`src/design/medt_pkg.sv`:
```
`timescale 1ns / 1ps
// Shared types and constants for the mesh edge dedup table.
package medt_pkg;

    localparam int MAX_EDGES   = 1024;
    localparam int IDX_BITS    = $clog2(MAX_EDGES);
    localparam int CNT_BITS    = $clog2(MAX_EDGES + 1);
    localparam int NODE_BITS   = 16;
    localparam int VERTEX_BITS = 16;
    localparam int TAG_BITS    = 16;

    localparam logic CMD_EDGE = 1'b0;
    localparam logic CMD_CELL = 1'b1;

    typedef struct packed {
        logic                 cmd;
        logic [NODE_BITS-1:0] node_a;
        logic [NODE_BITS-1:0] node_b;
        logic [NODE_BITS-1:0] node_c;
        logic [NODE_BITS-1:0] node_d;
        logic [TAG_BITS-1:0]  phys_tag;
    } t_req;

    typedef struct packed {
        logic [IDX_BITS-1:0]    edge_index;
        logic [VERTEX_BITS-1:0] low_vertex;
        logic [VERTEX_BITS-1:0] high_vertex;
        logic [TAG_BITS-1:0]    stored_tag;
        logic                   is_new;
        logic                   table_full;
        logic                   last;
    } t_res;

    typedef struct packed {
        logic [VERTEX_BITS-1:0] lo;
        logic [VERTEX_BITS-1:0] hi;
        logic [TAG_BITS-1:0]    tag;
    } t_entry;

    localparam int ENTRY_BITS = $bits(t_entry);

endpackage

```
`src/design/medt_edge_form.sv`:
```
`timescale 1ns / 1ps
// Picks the node pair of one edge, converts to zero-based vertices and orders them.
module medt_edge_form (
    input  medt_pkg::t_req   i_req,
    input  logic [1:0]       i_side,
    output medt_pkg::t_entry o_edge
);

    logic [medt_pkg::NODE_BITS-1:0]   node_x;
    logic [medt_pkg::NODE_BITS-1:0]   node_y;
    logic [medt_pkg::VERTEX_BITS-1:0] vert_x;
    logic [medt_pkg::VERTEX_BITS-1:0] vert_y;

    always_comb begin
        case (i_side)
            2'd0: begin
                node_x = i_req.node_a;
                node_y = i_req.node_b;
            end
            2'd1: begin
                node_x = i_req.node_b;
                node_y = i_req.node_c;
            end
            2'd2: begin
                node_x = i_req.node_c;
                node_y = i_req.node_d;
            end
            default: begin
                node_x = i_req.node_d;
                node_y = i_req.node_a;
            end
        endcase
    end

    // Node zero wraps to the all-ones vertex, as the subtraction is modular.
    assign vert_x = medt_pkg::VERTEX_BITS'(node_x - medt_pkg::NODE_BITS'(1));
    assign vert_y = medt_pkg::VERTEX_BITS'(node_y - medt_pkg::NODE_BITS'(1));

    always_comb begin
        o_edge.lo  = (vert_x < vert_y) ? vert_x : vert_y;
        o_edge.hi  = (vert_x < vert_y) ? vert_y : vert_x;
        o_edge.tag = (i_req.cmd == medt_pkg::CMD_EDGE) ? i_req.phys_tag
                                                       : medt_pkg::TAG_BITS'(0);
    end

endmodule

```
`config.mk`:
```
export PLATFORM = sky130hd
export DESIGN_NAME = medt_edge_form
export DESIGN_NICKNAME = d
export VERILOG_FILES = /design/src/design/medt_pkg.sv /design/src/design/medt_edge_form.sv
export SDC_FILE = /design/constraint.sdc
export NUM_CORES = 1
export LEC_CHECK = 0
export ABC_AREA = 1
export BUFFER_PORTS_ARGS = -buffer_cell sky130_fd_sc_hd__buf_2
export CORE_MARGIN = 2
export CORE_UTILIZATION = 50
export DETAILED_ROUTE_END_ITERATION = 8
export GPL_ROUTABILITY_DRIVEN = 0
export PLACE_DENSITY = 0.85
export SLEW_MARGIN = 40
export SYNTH_ARGS = -nofsm -noshare
export SYNTH_HDL_FRONTEND = slang
export SYNTH_SLANG_ARGS = --single-unit
```
`constraint.sdc`:
```
create_clock -name vclk -period 5.35
set_clock_uncertainty 0.2 [all_clocks]
set_input_delay 0.8025 -clock vclk [all_inputs]
set_output_delay 0.8025 -clock vclk [all_outputs]
set_load 0.05 [all_outputs]
```
==> results.sh <==
export IMPL_yosysTopAreaCell="nand2_1"
export IMPL_core_um2=5405
export IMPL_start_kind="input pin"
export IMPL_syn_area_per_cell_um2=4.851
export IMPL_wl_per_cell_um=11.56
export IMPL_maxCapViolations=0
export IMPL_critPathArrivalTime_ps=4060
export IMPL_drtIter0Drc=274
export IMPL_seq_area_um2=0
export IMPL_design_seq_count=0
export IMPL_period_minus_slack_ps=5062
export IMPL_hold_depth=4
export IMPL_num_antenna_cells=0
export IMPL_areaGrowthSynthToFinish_pct=28.20
export IMPL_fillers=533
export IMPL_start_util=0.5106
export IMPL_cp_required_ps=4350
export IMPL_totalPowerFinal_w=0.0008040
export IMPL_finalMaxSlewViolations=0
export IMPL_synth_area_leaders="nand2_1, nand3_1, inv_1, ha_1, nor2_1"
export IMPL_peakVddDrop_mv=0.2172
export IMPL_syn_inst=569
export IMPL_worstSetupEndpointType="output port"
export IMPL_placement_io_buffers=131
export IMPL_power_density_nw_per_um2=227.2
export IMPL_multi_input_area_um2=2370
export IMPL_dr_pass1_iters=9
export IMPL_grt_max_degree=33
export IMPL_setup_viol=0
export IMPL_wl_um=8808
export IMPL_dieArea_um2=6131
export IMPL_hold_viol=0
export IMPL_nNetsFinal=792
export IMPL_ys_seq_area_frac=0
export IMPL_grt_ovfl_total=0
export IMPL_status="complete, no violations"
export IMPL_grt_pass1_wl_um=14220
export IMPL_worstSetupPathType="in2out"
export IMPL_vias=4005
export IMPL_fmax_ghz=0.1976
export IMPL_die_y_um=78.30
export IMPL_min_period_over_period=0.9461
export IMPL_drt_antenna_violating_nets=0
export IMPL_yosys_cell_types_count=33
export IMPL_pin_count=131
export IMPL_hold_buffers=0
export IMPL_critPathMaxFanout=26
export IMPL_syn_area_um2=2760
export IMPL_rows=27
export IMPL_crit_end="o_edge[36]"
export IMPL_track_usage=0.2682
export IMPL_die_w_um=78.30
export IMPL_worst_pin_slew_ps=396.9
export IMPL_antenna_found_initial=0
export IMPL_synth_top_area_share=0.3209
export IMPL_grt_pass1_vias=3327
export IMPL_max_slew_margin_rel=0.7335
export IMPL_yosys_warnings=0
export IMPL_post_route_drc_count=0
export IMPL_power_leakage_nw=2.112
export IMPL_vias_per_cell=5.256
export IMPL_syn_num_nets=669
export IMPL_hold_path_class="in2out"
export IMPL_hold_ws_ps=1762
export IMPL_drive_above_1_share=0.2638
export IMPL_dp_hpwl_um=7370
export IMPL_nClkBuffers=0
export IMPL_critPathLaunch="i_side[1]"
export IMPL_fin_area_um2=3538
export IMPL_placed_area_um2=3465
## through the flow
stage	worst slack, ps	utilization	instances	TNS, ps
finish	288.2	0.6546	762	0
global route	-15.24	0.6546	762	-15.24
CTS	168.2	0.6410	757	0
detailed placement	160.9	0.6410	757	0
global placement	271.8	0.6410	757	0
floorplan	421.9	-	569	0
## cell usage in the layout (no fill, tap or decap), types with 2 or more instances in the layout
cell type / Yosys / final
nand2_1: 236 / 236
buf_2: 14 / 125
nand3_1: 75 / 75
inv_1: 64 / 64
nor2_1: 40 / 40
o21ai_0: 23 / 23
nand4_1: 18 / 18
ha_1: 17 / 17
buf_4: 1 / 13
xor2_1: 11 / 11
nor2_2: 9 / 8
inv_2: 7 / 7
or2_2: 5 / 5
o21ai_1: 5 / 5
clkbuf_4: 0 / 5
nor2_4: 3 / 4
nand2_2: 4 / 4
or2_1: 4 / 4
o21bai_1: 4 / 4
a21oi_1: 4 / 4
or2_0: 2 / 2
nand4_4: 2 / 2
xnor2_1: 2 / 2
buf_12: 0 / 2
## per-layer routing
metal,track usage,up-vias,part of all wire
li1,-,2046,-
met5,0,-,0
met2,0.4664,186,0.47
met3,0.006897,10,0.077
met4,0.03509,0,0.0086
met1,0.3785,1763,0.45
## area by class of cell
class              instances  area share
multi-input cells        473      0.6697
repair buffers           146      0.2295
inverters                 71     0.07532
well taps                 72     0.02546
## repair_timing
item                       in CTS  in global routing
setup endpoints to repair       0                 32
setup buffers                   0                  4
gates resized for setup         0                 11
## synth_stat cells
| library cell | count |
|---|---|
| a21oi_1 | 4 |
| o21ai_2 | 1 |
| buf_4 | 1 |
| nor2_4 | 3 |
| a211oi_1 | 1 |
| nand4_2 | 1 |
| or2_2 | 5 |
| clkbuf_1 | 7 |
| buf_2 | 14 |
| nand4_4 | 2 |
| or2_0 | 2 |
| nor2_2 | 9 |
| ha_1 | 17 |
| o21ai_1 | 5 |
| o21ai_0 | 23 |
| or2_1 | 4 |
| nor3_1 | 1 |
| nand2_1 | 236 |
| nor2_1 | 40 |
| nor3_4 | 1 |
| a31oi_1 | 1 |
| inv_1 | 64 |
| xor2_1 | 11 |
| o21bai_1 | 4 |
| inv_2 | 7 |
| xnor2_1 | 2 |
| nand3_1 | 75 |
| nand2_2 | 4 |
| nor4_2 | 1 |
| nand4_1 | 18 |
| nand3_2 | 1 |
| nor3_2 | 1 |
| buf_6 | 3 |
## cell families after synthesis
family / synth area share
XOR/XNOR: 0.04125
buffers and inverters: 0.1464
AO/OA/AOI/OAI: 0.07706
adder cells (fa/ha/maj): 0.07706
AND/OR/NAND/NOR: 0.6582
## power by group
group / leakage (nW) / switching [W] / total (W) / internal (W)
Combinational: 2.11 / 0.000579 / 0.000804 / 0.000225
Clock: 0 / 0 / 0 / 0
Sequential: 0 / 0 / 0 / 0
Total: 2.11 / 0.000579 / 0.000804 / 0.000225
## worst min path at each step
stage / to / from
detailed placement: o_edge[2] / i_req[2]
floorplan: o_edge[0] / i_req[0]
global route: o_edge[2] / i_req[2]
CTS: o_edge[2] / i_req[2]
finish: o_edge[2] / i_req[2]
global placement: o_edge[4] / i_req[4]
## worst max-delay path, stage by stage
cell and delay [ps]:
buf_4 190, nand2_2 140, inv_2 130, nand2_1 90, nand4_1 150, inv_1 100
ha_1 160, inv_1 80, nor3_4 270, nand2_1 120, o21bai_1 140, nand2_1 120
inv_1 70, ha_1 210, nand2_1 80, inv_2 50, nand3_1 70, a31oi_1 110
nor4_4 280, buf_4 260, nand3_1 90, nand2_1 80, buf_2 250
Power figures use the tool's default switching activity.
